<file path="config.mk">
export PLATFORM = sky130hd
export DESIGN_NAME = deadline_sorted_timer_queue_unit_flat
export DESIGN_NICKNAME = d
export VERILOG_FILES = /design/src/rtl/dstq_pkg.sv /design/src/rtl/dstq_in_if.sv /design/src/rtl/dstq_out_if.sv /design/src/rtl/dstq_cell.sv /design/src/rtl/deadline_sorted_timer_queue_unit.sv /design/src/flat_wrapper.sv
export SDC_FILE = /design/constraint.sdc
export NUM_CORES = 2
export LEC_CHECK = 0
export BUFFER_PORTS_ARGS = -buffer_cell sky130_fd_sc_hd__buf_2
export CAP_MARGIN = 20
export CORE_MARGIN = 2
export CORE_UTILIZATION = 25
export DETAILED_ROUTE_END_ITERATION = 7
export SYNTH_ARGS = -nofsm -noshare
export SYNTH_HDL_FRONTEND = slang
export SYNTH_SLANG_ARGS = --single-unit
export TNS_END_PERCENT = 5
</file>
<file path="constraint.sdc">
create_clock -name clk -period 5.8 [get_ports clk]
set_clock_uncertainty 0.1 [all_clocks]
set_input_delay 0.87 -clock clk [delete_from_list [all_inputs] [get_ports clk]]
set_output_delay 0.87 -clock clk [all_outputs]
set_load 0.01 [all_outputs]
</file>
<file path="src/rtl/dstq_pkg.sv">
// Shared types, constants and helpers for the deadline-sorted timer queue.
// No dependencies; every other file in rtl/ refers to this package by scoped names.
`default_nettype none

package dstq_pkg;

  localparam int MAX_TIMERS = 16;
  localparam int ID_W       = 4;
  localparam int NUM_IDS    = 2 ** ID_W;
  localparam int EXP_W      = 32;
  localparam int CNT_W      = 26;

  typedef enum logic [1:0] {
    CMD_START_ABS = 2'd0,
    CMD_START_REL = 2'd1,
    CMD_STOP      = 2'd2,
    CMD_TICK      = 2'd3
  } cmd_t;

  typedef enum logic [1:0] {
    RK_DONE    = 2'd0,
    RK_REJECT  = 2'd1,
    RK_EXPIRED = 2'd2
  } kind_t;

  typedef enum logic [1:0] {
    ST_IDLE,
    ST_CMP,
    ST_APPLY,
    ST_TICK
  } state_t;

  typedef enum logic [1:0] {
    CELL_HOLD,
    CELL_CMP,
    CELL_INSERT,
    CELL_REMOVE
  } cell_op_t;

  typedef struct packed {
    logic             valid;
    logic [ID_W-1:0]  id;
    logic [EXP_W-1:0] expiry;
  } entry_t;

  typedef struct packed {
    cell_op_t         op;
    logic             is_stop;
    logic [ID_W-1:0]  id;
    logic [EXP_W-1:0] key;
  } cell_ctl_t;

  function automatic logic runs_before(input logic [EXP_W-1:0] a, input logic [EXP_W-1:0] b);
    logic [EXP_W-1:0] diff;
    diff = a - b;
    return diff[EXP_W-1];
  endfunction

endpackage

`default_nettype wire

</file>
<file path="src/rtl/dstq_in_if.sv">
// Command channel of the timer queue: valid/ready plus one command item.
// Depends on dstq_pkg for field widths.
`default_nettype none

interface dstq_in_if;
  logic                        valid;
  logic                        ready;
  logic [1:0]                  command;
  logic [dstq_pkg::ID_W-1:0]   timer_id;
  logic [dstq_pkg::EXP_W-1:0]  time_value;
  logic [dstq_pkg::CNT_W-1:0]  count_now;

  modport source (output valid, output command, output timer_id, output time_value,
                  output count_now, input ready);
  modport sink   (input valid, input command, input timer_id, input time_value,
                  input count_now, output ready);
endinterface

`default_nettype wire

</file>
<file path="src/rtl/dstq_out_if.sv">
// Result channel of the timer queue: valid/ready plus one result item.
// Depends on dstq_pkg for field widths.
`default_nettype none

interface dstq_out_if;
  logic                        valid;
  logic                        ready;
  logic [1:0]                  result_kind;
  logic [dstq_pkg::ID_W-1:0]   expired_id;
  logic [dstq_pkg::CNT_W-1:0]  compare_value;
  logic                        compare_armed;
  logic                        last_of_run;

  modport source (output valid, output result_kind, output expired_id,
                  output compare_value, output compare_armed, output last_of_run,
                  input ready);
  modport sink   (input valid, input result_kind, input expired_id,
                  input compare_value, input compare_armed, input last_of_run,
                  output ready);
endinterface

`default_nettype wire

</file>
<file path="src/rtl/dstq_cell.sv">
// One slot of the sorted timer chain: holds an entry, compares it against a key,
// and shifts toward either neighbor on insert or remove. Depends on dstq_pkg.
`default_nettype none

module dstq_cell (
  input  wire                  clk,
  input  wire                  rst_n,
  input  dstq_pkg::cell_ctl_t  ctl,
  input  dstq_pkg::entry_t     prev_ent,
  input  dstq_pkg::entry_t     next_ent,
  input  wire                  found_in,
  output logic                 found_out,
  output logic                 hit,
  output dstq_pkg::entry_t     ent
);

  logic                           valid_r, valid_nxt;
  logic                           flag_r, flag_nxt;
  logic [dstq_pkg::ID_W-1:0]      id_r, id_nxt;
  logic [dstq_pkg::EXP_W-1:0]     exp_r, exp_nxt;

  always_comb begin
    flag_nxt  = flag_r;
    valid_nxt = valid_r;
    id_nxt    = id_r;
    exp_nxt   = exp_r;
    case (ctl.op)
      dstq_pkg::CELL_CMP: begin
        if (ctl.is_stop) begin
          flag_nxt = valid_r && (id_r == ctl.id);
        end else begin
          flag_nxt = !valid_r || dstq_pkg::runs_before(ctl.key, exp_r);
        end
      end
      dstq_pkg::CELL_INSERT: begin
        if (found_in) begin
          valid_nxt = prev_ent.valid;
          id_nxt    = prev_ent.id;
          exp_nxt   = prev_ent.expiry;
        end else if (flag_r) begin
          valid_nxt = 1'b1;
          id_nxt    = ctl.id;
          exp_nxt   = ctl.key;
        end
      end
      dstq_pkg::CELL_REMOVE: begin
        if (found_in || flag_r) begin
          valid_nxt = next_ent.valid;
          id_nxt    = next_ent.id;
          exp_nxt   = next_ent.expiry;
        end
      end
      default: begin
      end
    endcase
  end

  always_ff @(posedge clk) begin
    if (!rst_n) begin
      valid_r <= 1'b0;
      flag_r  <= 1'b0;
    end else begin
      valid_r <= valid_nxt;
      flag_r  <= flag_nxt;
    end
  end

  always_ff @(posedge clk) begin
    id_r  <= id_nxt;
    exp_r <= exp_nxt;
  end

  assign found_out  = found_in | flag_r;
  assign hit        = flag_r;
  assign ent.valid  = valid_r;
  assign ent.id     = id_r;
  assign ent.expiry = exp_r;

endmodule

`default_nettype wire

</file>
<file path="src/rtl/deadline_sorted_timer_queue_unit.sv">
// Deadline-sorted one-shot timer queue: command sequencer, compare register and
// a chain of dstq_cell slots. Depends on dstq_pkg, dstq_in_if, dstq_out_if, dstq_cell.
//
// Usage:
//   in_ch  carries commands (start absolute, start relative, stop, tick); a transfer
//          happens when valid and ready are both high. out_ch carries results.
//   Start and stop run one compare pass across the chain of slots (ST_CMP),
//   then one shift pass (ST_APPLY) that also writes the result.
//   A tick writes one result per expired timer plus one status result; each
//   expired head leaves the chain in one shift pass, so a tick that empties a
//   full queue writes MAX_TIMERS + 1 results after its transfer.
//   One command is worked at a time; the next command can transfer as soon as
//   the sequencer is back in ST_IDLE, which it enters when the last result of
//   the previous one is written, even while that result still waits in the output register.
//   When out_ch.ready is low the pending result holds and the sequencer stalls
//   before producing the next one; nothing is dropped.
//   Reset (rst_n low, synchronous) empties the queue, clears the compare
//   register and its enable, and drops any pending result.
`default_nettype none

module deadline_sorted_timer_queue_unit (
  input  wire           clk,
  input  wire           rst_n,
  dstq_in_if.sink       in_ch,
  dstq_out_if.source    out_ch
);

  localparam int N = dstq_pkg::MAX_TIMERS;

  dstq_pkg::state_t                 state_r, state_nxt;
  dstq_pkg::cmd_t                   cmd_r, cmd_nxt;
  logic [dstq_pkg::ID_W-1:0]        id_r, id_nxt;
  logic [dstq_pkg::EXP_W-1:0]       key_r, key_nxt;
  logic [dstq_pkg::EXP_W-1:0]       now_r, now_nxt;
  logic [dstq_pkg::NUM_IDS-1:0]     queued_r, queued_nxt;
  logic [dstq_pkg::CNT_W-1:0]       compare_r, compare_nxt;
  logic                             enable_r, enable_nxt;

  logic                             out_valid_r, out_valid_nxt;
  dstq_pkg::kind_t                  out_kind_r, out_kind_nxt;
  logic [dstq_pkg::ID_W-1:0]        out_id_r, out_id_nxt;
  logic [dstq_pkg::CNT_W-1:0]       out_cmp_r, out_cmp_nxt;
  logic                             out_arm_r, out_arm_nxt;
  logic                             out_last_r, out_last_nxt;

  dstq_pkg::cell_ctl_t              ctl;
  dstq_pkg::entry_t                 ents [N];
  logic [N:0]                       found;
  logic [N-1:0]                     hits;
  logic [N-1:0]                     cell_valid;
  logic                             pop;
  logic                             out_free;
  logic                             in_xfer;
  logic                             id_ok;
  logic                             head_expired;
  logic [dstq_pkg::EXP_W-1:0]       now_ext;

  assign found[0] = pop;

  for (genvar g = 0; g < N; g++) begin : g_cell
    dstq_pkg::entry_t prev_e, next_e;
    if (g == 0) begin : g_first
      assign prev_e = '0;
    end else begin : g_mid
      assign prev_e = ents[g-1];
    end
    if (g == N - 1) begin : g_last
      assign next_e = '0;
    end else begin : g_inner
      assign next_e = ents[g+1];
    end
    dstq_cell u_cell (
      .clk       (clk),
      .rst_n     (rst_n),
      .ctl       (ctl),
      .prev_ent  (prev_e),
      .next_ent  (next_e),
      .found_in  (found[g]),
      .found_out (found[g+1]),
      .hit       (hits[g]),
      .ent       (ents[g])
    );
    assign cell_valid[g] = ents[g].valid;
  end

  assign in_xfer      = in_ch.valid && in_ch.ready;
  assign out_free     = !out_valid_r || out_ch.ready;
  assign id_ok        = int'(id_r) < N;
  assign head_expired = ents[0].valid && !dstq_pkg::runs_before(now_r, ents[0].expiry);
  assign now_ext      = {{(dstq_pkg::EXP_W-dstq_pkg::CNT_W){1'b0}}, in_ch.count_now};

  always_comb begin
    state_nxt     = state_r;
    cmd_nxt       = cmd_r;
    id_nxt        = id_r;
    key_nxt       = key_r;
    now_nxt       = now_r;
    queued_nxt    = queued_r;
    compare_nxt   = compare_r;
    enable_nxt    = enable_r;
    out_valid_nxt = out_valid_r && !out_ch.ready;
    out_kind_nxt  = out_kind_r;
    out_id_nxt    = out_id_r;
    out_cmp_nxt   = out_cmp_r;
    out_arm_nxt   = out_arm_r;
    out_last_nxt  = out_last_r;
    pop           = 1'b0;
    ctl.op        = dstq_pkg::CELL_HOLD;
    ctl.is_stop   = (cmd_r == dstq_pkg::CMD_STOP);
    ctl.id        = id_r;
    ctl.key       = key_r;

    case (state_r)
      dstq_pkg::ST_IDLE: begin
        if (in_xfer) begin
          cmd_nxt = dstq_pkg::cmd_t'(in_ch.command);
          id_nxt  = in_ch.timer_id;
          now_nxt = now_ext;
          key_nxt = (dstq_pkg::cmd_t'(in_ch.command) == dstq_pkg::CMD_START_REL)
                    ? now_ext + in_ch.time_value : in_ch.time_value;
          state_nxt = (dstq_pkg::cmd_t'(in_ch.command) == dstq_pkg::CMD_TICK)
                      ? dstq_pkg::ST_TICK : dstq_pkg::ST_CMP;
        end
      end
      dstq_pkg::ST_CMP: begin
        ctl.op    = dstq_pkg::CELL_CMP;
        state_nxt = dstq_pkg::ST_APPLY;
      end
      dstq_pkg::ST_APPLY: begin
        if (out_free) begin
          out_kind_nxt = dstq_pkg::RK_DONE;
          if (cmd_r == dstq_pkg::CMD_STOP) begin
            if (id_ok && queued_r[id_r]) begin
              ctl.op           = dstq_pkg::CELL_REMOVE;
              queued_nxt[id_r] = 1'b0;
              if (hits[0]) begin
                if (ents[1].valid) begin
                  compare_nxt = ents[1].expiry[dstq_pkg::CNT_W-1:0];
                  enable_nxt  = 1'b1;
                end else begin
                  enable_nxt  = 1'b0;
                end
              end
            end
          end else if (!id_ok || queued_r[id_r] || ents[N-1].valid) begin
            out_kind_nxt = dstq_pkg::RK_REJECT;
          end else begin
            ctl.op           = dstq_pkg::CELL_INSERT;
            queued_nxt[id_r] = 1'b1;
            if (hits[0]) begin
              compare_nxt = key_r[dstq_pkg::CNT_W-1:0];
              enable_nxt  = 1'b1;
            end
          end
          out_valid_nxt = 1'b1;
          out_id_nxt    = '0;
          out_cmp_nxt   = compare_nxt;
          out_arm_nxt   = enable_nxt;
          out_last_nxt  = 1'b1;
          state_nxt     = dstq_pkg::ST_IDLE;
        end
      end
      dstq_pkg::ST_TICK: begin
        if (out_free) begin
          out_valid_nxt = 1'b1;
          if (head_expired) begin
            ctl.op                  = dstq_pkg::CELL_REMOVE;
            pop                     = 1'b1;
            queued_nxt[ents[0].id]  = 1'b0;
            out_kind_nxt            = dstq_pkg::RK_EXPIRED;
            out_id_nxt              = ents[0].id;
            out_cmp_nxt             = compare_r;
            out_arm_nxt             = enable_r;
            out_last_nxt            = 1'b0;
          end else begin
            if (ents[0].valid) begin
              compare_nxt = ents[0].expiry[dstq_pkg::CNT_W-1:0];
            end
            enable_nxt   = ents[0].valid;
            out_kind_nxt = dstq_pkg::RK_DONE;
            out_id_nxt   = '0;
            out_cmp_nxt  = compare_nxt;
            out_arm_nxt  = enable_nxt;
            out_last_nxt = 1'b1;
            state_nxt    = dstq_pkg::ST_IDLE;
          end
        end
      end
      default: begin
        state_nxt = dstq_pkg::ST_IDLE;
      end
    endcase
  end

  always_ff @(posedge clk) begin
    if (!rst_n) begin
      state_r     <= dstq_pkg::ST_IDLE;
      queued_r    <= '0;
      compare_r   <= '0;
      enable_r    <= 1'b0;
      out_valid_r <= 1'b0;
    end else begin
      state_r     <= state_nxt;
      queued_r    <= queued_nxt;
      compare_r   <= compare_nxt;
      enable_r    <= enable_nxt;
      out_valid_r <= out_valid_nxt;
    end
  end

  always_ff @(posedge clk) begin
    cmd_r      <= cmd_nxt;
    id_r       <= id_nxt;
    key_r      <= key_nxt;
    now_r      <= now_nxt;
    out_kind_r <= out_kind_nxt;
    out_id_r   <= out_id_nxt;
    out_cmp_r  <= out_cmp_nxt;
    out_arm_r  <= out_arm_nxt;
    out_last_r <= out_last_nxt;
  end

  assign in_ch.ready          = (state_r == dstq_pkg::ST_IDLE);
  assign out_ch.valid         = out_valid_r;
  assign out_ch.result_kind   = out_kind_r;
  assign out_ch.expired_id    = out_id_r;
  assign out_ch.compare_value = out_cmp_r;
  assign out_ch.compare_armed = out_arm_r;
  assign out_ch.last_of_run   = out_last_r;

  a_chain_packed: assert property (@(posedge clk) disable iff (!rst_n)
    $onehot({1'b0, cell_valid} + {{N{1'b0}}, 1'b1}))
    else $error("queue slots not packed toward the head");

  a_queued_matches_chain: assert property (@(posedge clk) disable iff (!rst_n)
    $countones(queued_r) == $countones(cell_valid))
    else $error("queued flags disagree with occupied slots");

  a_enable_follows_head: assert property (@(posedge clk) disable iff (!rst_n)
    (state_r == dstq_pkg::ST_IDLE) |-> (enable_r == ents[0].valid))
    else $error("compare enable does not follow queue head");

  a_pop_keeps_compare: assert property (@(posedge clk) disable iff (!rst_n)
    pop |=> $stable(compare_r) && $stable(enable_r))
    else $error("compare changed while popping expired heads");

endmodule

`default_nettype wire
</file>
<file path="src/flat_wrapper.sv">
// flat-port wrapper written by rule: the top's interface ports become plain ports
module deadline_sorted_timer_queue_unit_flat 
  (clk, rst_n, in_ch_valid, in_ch_command, in_ch_timer_id, in_ch_time_value, in_ch_count_now, in_ch_ready, out_ch_valid, out_ch_result_kind, out_ch_expired_id, out_ch_compare_value, out_ch_compare_armed, out_ch_last_of_run, out_ch_ready);
  dstq_in_if in_ch_i ();
  dstq_out_if out_ch_i ();
  input  wire clk;
  input  wire rst_n;
  input wire logic [$bits(in_ch_i.valid)-1:0] in_ch_valid;
  input wire logic [$bits(in_ch_i.command)-1:0] in_ch_command;
  input wire logic [$bits(in_ch_i.timer_id)-1:0] in_ch_timer_id;
  input wire logic [$bits(in_ch_i.time_value)-1:0] in_ch_time_value;
  input wire logic [$bits(in_ch_i.count_now)-1:0] in_ch_count_now;
  output wire logic [$bits(in_ch_i.ready)-1:0] in_ch_ready;
  output wire logic [$bits(out_ch_i.valid)-1:0] out_ch_valid;
  output wire logic [$bits(out_ch_i.result_kind)-1:0] out_ch_result_kind;
  output wire logic [$bits(out_ch_i.expired_id)-1:0] out_ch_expired_id;
  output wire logic [$bits(out_ch_i.compare_value)-1:0] out_ch_compare_value;
  output wire logic [$bits(out_ch_i.compare_armed)-1:0] out_ch_compare_armed;
  output wire logic [$bits(out_ch_i.last_of_run)-1:0] out_ch_last_of_run;
  input wire logic [$bits(out_ch_i.ready)-1:0] out_ch_ready;
  assign in_ch_i.valid = in_ch_valid;
  assign in_ch_i.command = in_ch_command;
  assign in_ch_i.timer_id = in_ch_timer_id;
  assign in_ch_i.time_value = in_ch_time_value;
  assign in_ch_i.count_now = in_ch_count_now;
  assign in_ch_ready = in_ch_i.ready;
  assign out_ch_valid = out_ch_i.valid;
  assign out_ch_result_kind = out_ch_i.result_kind;
  assign out_ch_expired_id = out_ch_i.expired_id;
  assign out_ch_compare_value = out_ch_i.compare_value;
  assign out_ch_compare_armed = out_ch_i.compare_armed;
  assign out_ch_last_of_run = out_ch_i.last_of_run;
  assign out_ch_i.ready = out_ch_ready;
  deadline_sorted_timer_queue_unit u_core (.clk(clk), .rst_n(rst_n), .in_ch(in_ch_i), .out_ch(out_ch_i));
endmodule
</file>
# [After elaboration in Yosys (flattened, before gate mapping)]
# Cells that the tools add are included.
[totals] register_bits=752 latchBits=0 mem_bits_rw=0 mem_bits_ro=0 in_bits=68 word_cells=557 memories=0
[op_classes] addsub=18 n_mul=0 n_div=0 n_lt_le_gt_ge=4 n_eq_ne=64 shifts=0 muxes=275 bitwise_logic=20 n_reduce_logical=98
[ops] operator="$mux W32" n=49
[ops] operator="$pmux W32 S2" n=16
[ops] operator="$sub A32 B32 Y32" n=16
[ops] operator="$mux W26" n=10
[ops] operator="$mux W4" n=51
[ops] operator="$pmux W4 S2" n=17
[ops] operator="$mux W16" n=6
[ops] operator="$mux W1" n=85
[ops] operator="$eq A4 B4 Y1" n=16
[ops] operator="$pmux W26 S2" n=1
[ops] operator="$ne A3 B3 Y1 const B" n=17
[ops] operator="$reduce_and A3 Y1" n=17
[ops] operator="$ne A2 B2 Y1 const B" n=18
[ops] operator="$pmux W1 S2" n=18
[ops] operator="$logic_or A1 B1 Y1" n=34
[ops] operator="$add A26 B32 Y32" n=1
[ops] operator="$and A16 B16 Y16" n=2
[ops] operator="$not A16 Y16" n=2
[ops] operator="$pmux W16 S2" n=1
[ops] operator="$sub A26 B32 Y32" n=1
[ops] operator="$mux W2" n=15
[ops] operator="$logic_and A1 B1 Y1" n=21
[ops] operator="$logic_not A1 Y1" n=19
[ops] operator="$or A16 B16 Y16" n=1
[ops] operator="other kinds (18)" n=45

# [Logic depth before layout (Yosys ltp)]
[depth] ltp_word=24 ltp_mapped=17

# [Hierarchy]
# A second synthesis with hierarchy kept.
[unflattened] cells_unflattened=5568 area_unflattened_um2=53621.4
[by_module_without_submodules] module="dstq_cell (u_core.g_cell[0].u_cell ...)" instances=15 cells_per_inst=288 area_per_inst_um2=2766.4 seq_area_each_um2=1121.1
[by_module_without_submodules] module="deadline_sorted_timer_queue_unit" instances=1 cells_per_inst=959 area_per_inst_um2=9366.5 seq_area_each_um2=3863.7
[by_module_without_submodules] module="dstq_cell (u_core.g_cell[9].u_cell)" instances=1 cells_per_inst=289 area_per_inst_um2=2758.9 seq_area_each_um2=1121.1

# [Worst setup path after synthesis]
# No wires, ideal clock.
[synth_timing] kind="register -> register" from="reg u_core.id_r[0] in the netlist's numbering" to="reg u_core.g_cell[13].u_cell.valid_r" t_arrival_ns=4.631 t_required_ns=5.621 path_slack_ns=0.990 path_stages_with_launch=12 period_less_slack_ns=4.810 path_cell_list="edfxtp_1 clkbuf_1 mux4_2 mux4_2 nor2_1 nand2_1 nor3_2 nor3_1 clkbuf_1 nor2_1 o2111ai_1 o21ai_1"
[synth_via] elab_chain_len=10 elab_cells_between_ends=15 classes_between="eq/ne (4); mux (8); reduce/logical (3)"
[synth_rtl] element="from (decl)" line="deadline_sorted_timer_queue_unit.sv:32" text="logic [dstq_pkg::ID_W-1:0] id_r, id_nxt;"
[synth_rtl] element="from (signal assigned)" line="deadline_sorted_timer_queue_unit.sv:213" text="id_r <= id_nxt;"
[synth_rtl] element="$bmux W1 S4 *" line="deadline_sorted_timer_queue_unit.sv:133, deadline_sorted_timer_queue_unit.sv:145"
[synth_rtl] element="$mux W1 (not written as such) *" line="deadline_sorted_timer_queue_unit.sv:133, deadline_sorted_timer_queue_unit.sv:145"
[synth_rtl] element="$logic_or A1 B1 Y1" line="deadline_sorted_timer_queue_unit.sv:145" text="end else if (!id_ok || queued_r[id_r] || ents[N-1].valid) begin"
[synth_rtl] element="$mux W2" line="deadline_sorted_timer_queue_unit.sv:145"
[synth_rtl] element="$mux W2 *" line="deadline_sorted_timer_queue_unit.sv:132" text="if (cmd_r == dstq_pkg::CMD_STOP) begin"
[synth_rtl] element="$mux W2 *" line="deadline_sorted_timer_queue_unit.sv:130" text="if (out_free) begin"
[synth_rtl] element="$pmux W2 S3 *" line="deadline_sorted_timer_queue_unit.sv:113" text="case (state_r)"
[synth_rtl] element="$eq A2 B2 Y1" line="dstq_cell.sv:27" text="case (ctl.op)"
[synth_rtl] element="$ne A3 B3 Y1 (no line), or another cell as far along"
[synth_rtl] element="$reduce_and A3 Y1 (no line)"
[synth_rtl] element="to (signal assigned)" line="dstq_cell.sv:63" text="valid_r <= valid_nxt;"
[synth_rtl] element="to (decl)" line="dstq_cell.sv:17" text="logic valid_r, valid_nxt;"
# Every way passes the cells marked *; elsewhere a longest branch is shown, timed or not. The select of a mux whose other input is x is not followed.
# A chain may end at the register's enable or synchronous reset.

# [Worst setup path after layout]
[layout_timing] from="reg u_core.g_cell[0].u_cell.exp_r[22] in the netlist's numbering" to="reg u_core.g_cell[11].u_cell.exp_r[0] in the netlist's numbering (enable)"
[layout_via] elab_chain_len=20 elab_cells_between_ends=27 classes_between="add/sub (1); eq/ne (4); mux (6); bitwise (11); reduce/logical (5)"
[layout_rtl] element="from (decl)" line="dstq_cell.sv:20" text="logic [dstq_pkg::EXP_W-1:0] exp_r, exp_nxt;"
[layout_rtl] element="from (signal assigned)" line="dstq_cell.sv:70" text="exp_r <= exp_nxt;"
[layout_rtl] element="$sub A26 B32 Y32 *" line="dstq_pkg.sv:55" text="diff = a - b;"
[layout_rtl] element="$logic_not A1 Y1 *" line="deadline_sorted_timer_queue_unit.sv:89" text="assign head_expired = ents[0].valid && !dstq_pkg::runs_before(now_r, ents[0].expiry);"
[layout_rtl] element="$logic_and A1 B1 Y1 *" line="deadline_sorted_timer_queue_unit.sv:89"
[layout_rtl] element="$mux W1" line="deadline_sorted_timer_queue_unit.sv:166" text="if (head_expired) begin"
[layout_rtl] element="$mux W1" line="deadline_sorted_timer_queue_unit.sv:164" text="if (out_free) begin"
[layout_rtl] element="$mux W1" line="deadline_sorted_timer_queue_unit.sv:113"
[layout_rtl] element="$or A1 B1 Y1 (11 in series)" line="dstq_cell.sv:73" text="assign found_out = found_in | flag_r;"
[layout_rtl] element="$logic_or A1 B1 Y1" line="dstq_cell.sv:47" text="if (found_in || flag_r) begin"
[layout_rtl] element="$ne A2 B2 Y1 (no line)"
[layout_rtl] element="$reduce_and A3 Y1 (no line) *"
[layout_rtl] element="to (signal assigned)" line="dstq_cell.sv:70"
[layout_rtl] element="to (decl)" line="dstq_cell.sv:20"
# Every way passes the cells marked *; elsewhere a longest branch is shown, timed or not.

==> metrics.yaml <==
finish:
  layout_common_cells: "nand2_1, edfxtp_1, o21ai_0"
  n_fill_cell: 21000
  fin_area_um2: 57700
  syn2layout_area_growth_pct: 12.9
  drive_gt1_share_pct: 8.02
  final_common_cell: "nand2_1"
  fin_util_pct: 28.5
  final_nets: 6017
timing:
  tns_ns: 0
  fmax_mhz: 193
  finalSetupViolCount: 0
  fin_crit_ns: 5.17
  max_slew_margin_pct: 22.3
  worstMarginPinSlew_ns: 1.16
  rsz0062_at_grt: "no"
  finalCritPeriodShare_pct: 89.1
  hold_violations: 0
  maxSlewViolCount: 0
power:
  power.density_nw_per_um2: 271
  p_int_uw: 10900
  design_power_total_uw: 15600
  p_clk_share_pct: 33.7
  pwr-share-comb_pct: 23.0
  vdd.ir_drop.worst_v: 0.000226
  swShare_pct: 30.1
  power_frac_seq_pct: 43.3
  p_switching_uw: 4690
  leakage_uw: 0.0244
drt:
  detail-route-antenna-nets: 0
  via_per_inst: 4.83
  vias: 39400
  drtPass1Iterations: 6
  wl_mm: 135
  wire_per_inst_um: 16.6
  drtIter0Drc: 3195
  drc: 0
setup_path:
  worstPathRequired_ns: 5.99
  ff2ff_path_depth: 11
  end_kind: "register"
  regToRegSetupSlack_ns: 0.63
  r2r-start: "u_core.g_cell[0].u_cell.exp_r[22]"
  crit_type: "register to register"
  worstReg2RegEnd: "u_core.g_cell[11].u_cell.exp_r[0]"
  crit_fanout: 38
  critPathLaunchType: "register"
  crit_arrival_ns: 5.36
logic_synthesis:
  synth_warnings: 0
  ys_ff_latch: 752
  syn-cell-area_um2: 51100
  synth_cells: 5427
  synth_edf_count: 674
  async_flop_share_pct: 0
  ys_types: 70
  synth_ff_type: "edfxtp_1"
  synth_area_per_cell_um2: 9.41
  syn_nets: 6027
  ys_seq_area_share_pct: 42.7
cts:
  insertion_delay_ns: 0.66
  cts-root-buf: "clkbuf_16"
  cts_buffers: 86
  cts.path.max_buffers: 3
  cts_resized: 0
  cts_tree: "yes"
  cts.clk_slew.worst_paths_ns: 0.06
  cts_setup_buffers: 0
  clock-sinks: 752
  htreeDepth: 3
  postCtsHoldBufs: 0
global_routing:
  grt_pass1_vias: 39300
  grt_first_pass_wirelength_mm: 216
  gr-total-overflow: 0
  grt_antenna_before_repair: 1
  grt_max_degree: 124
  track_usage_pct: 12.6
floorplan:
  ios: 104
  initial_core_util_pct: 25.2
  dieWidth_um: 456
  die_h_um: 456
  coreArea_um2: 203000
  num_rows: 165
  die-area_um2: 208000
placement:
  portBuffers: 103
  dpl-instance-area_um2: 55000
  globalplace.congestion: 0.828
  dp_hpwl_mm: 102
worst_hold_path:
  holdPathStages: 1
  hp-class: "primary input to register"
  hold_end: "u_core.id_r[0]"
  min_from: "in_ch_timer_id[0]"
job:
  maxCapViolCount: 0
outcome:
  status: "complete, no violations"
==> layout make-up <==
cell class	count	area, µm²	share of cell area [%]
well taps	2672	3340	5.80
clock inverters	41	312	0.540
multi-input cells	3838	26200	45.5
flip-flops and latches	752	21800	37.8
repair buffers	236	1750	3.03
clock buffers	118	2340	4.06
inverters	503	1890	3.27
diodes	3	7.51	0.0130
==> cell usage after synthesis, types with 14 or more instances <==
library cell  instances  share of area [%]
a211oi_1             22               0.32
buf_1                20               0.15
o22a_1               26               0.45
a21oi_1             235                2.3
nor3_1               54               0.53
ha_1                531                 13
clkbuf_1            263                1.9
xor2_1               74                1.3
nand2b_1             42               0.51
nor4_1               22               0.27
buf_2                48               0.47
o221ai_1             18               0.31
nand2_1             891                6.5
a21o_1              142                2.1
dfxtp_1              78                3.1
edfxtp_1            674                 40
o21a_1               16               0.24
o211ai_1             20               0.29
or2_2                17               0.21
o221a_2              26               0.57
nand3_1              39               0.38
o2111ai_1            14               0.24
nor2b_1              31               0.38
inv_1               503                3.7
xnor2_1              45               0.77
o21ai_0             568                5.6
nor2_1              228                1.7
mux2i_1             399                7.8
a2111oi_0            15               0.26
o21ai_1              31               0.30
a31oi_1             125                1.5
nand4_1              67               0.82
or3_1                17               0.21
==> metrics by stage <==
stage          setup WS (ns)  hold WS, ns  instances
6_report               0.631        0.307       8163
3_5_place_dp           0.761        0.372       8000
3_3_place_gp           0.863        0.359       7999
2_1_floorplan          0.990        0.338       5427
5_1_grt                0.415        0.282       8161
4_1_cts                0.777        0.262       8159
==> critical path: stages (launching register included) <==
cell      delay, ns
edfxtp_1       0.41
inv_1          0.08
ha_1           0.33
nand4_1        0.14
nor3_1         0.40
a21boi_0       0.89
inv_1          0.14
a2111o_1       0.52
nand3_1        0.54
nand2b_1       0.56
and2_2         0.25
buf_4          0.41
==> routing by layer <==
metal	GRT usage (%)	share of wire, %	vias to the layer above
li1	-	-	19400
met1	17.2	47	18800
met2	20.3	45	978
met3	1.54	5.1	203
met4	4.52	3.2	0
met5	0	0	-
==> how the worst max path moves through the flow <==
stage	startpoint	endpoint
3_5_place_dp	u_core.g_cell[0].u_cell.exp_r[22]	u_core.g_cell[1].u_cell.exp_r[1]
5_1_grt	u_core.g_cell[0].u_cell.exp_r[22]	u_core.g_cell[1].u_cell.exp_r[1]
2_1_floorplan	u_core.id_r[0]	u_core.g_cell[13].u_cell.valid_r
3_3_place_gp	u_core.g_cell[0].u_cell.exp_r[22]	u_core.g_cell[1].u_cell.exp_r[4]
6_report	u_core.g_cell[0].u_cell.exp_r[22]	u_core.g_cell[11].u_cell.exp_r[0]
4_1_cts	u_core.g_cell[0].u_cell.exp_r[22]	u_core.g_cell[1].u_cell.exp_r[1]
==> kinds of logic after synthesis <==
group | count (synthesis) | share of synthesized area [%]
xor gates and xnor gates | 119 | 2.04
AOI/OAI and AO/OA | 1335 | 15.7
adders and majority gates | 532 | 13.0
buffers and inverters | 837 | 6.31
DFF | 752 | 42.7
and+or+nand+nor | 1448 | 12.2
muxes | 404 | 8.04
==> power by group through the flow <==
stage	Sequential [µW]	Clock [µW]	Combinational [µW]
finish	6750	5270	3590
global route	6790	5580	4030
CTS	6750	5390	3600
detailed placement	6860	0	3580
global placement	6850	0	3450
floorplan	6800	0	2630
==> registers in the layout, indices dropped and copies added (netlist names), 2 cells and up, named ones only <==
name	count
u_core.g_cell.u_cell.exp_r	512
u_core.g_cell.u_cell.id_r	64
u_core.key_r	32
u_core.compare_r	26
u_core.now_r	26
u_core.out_ch.compare_value	26
u_core.g_cell.u_cell.hit	16
u_core.g_cell.u_cell.valid_r	16
u_core.id_r	4
u_core.out_ch.expired_id	4
u_core.cmd_r	2
u_core.out_ch.result_kind	2
u_core.state_r	2
Note: power is estimated with default switching activity, not from simulation.
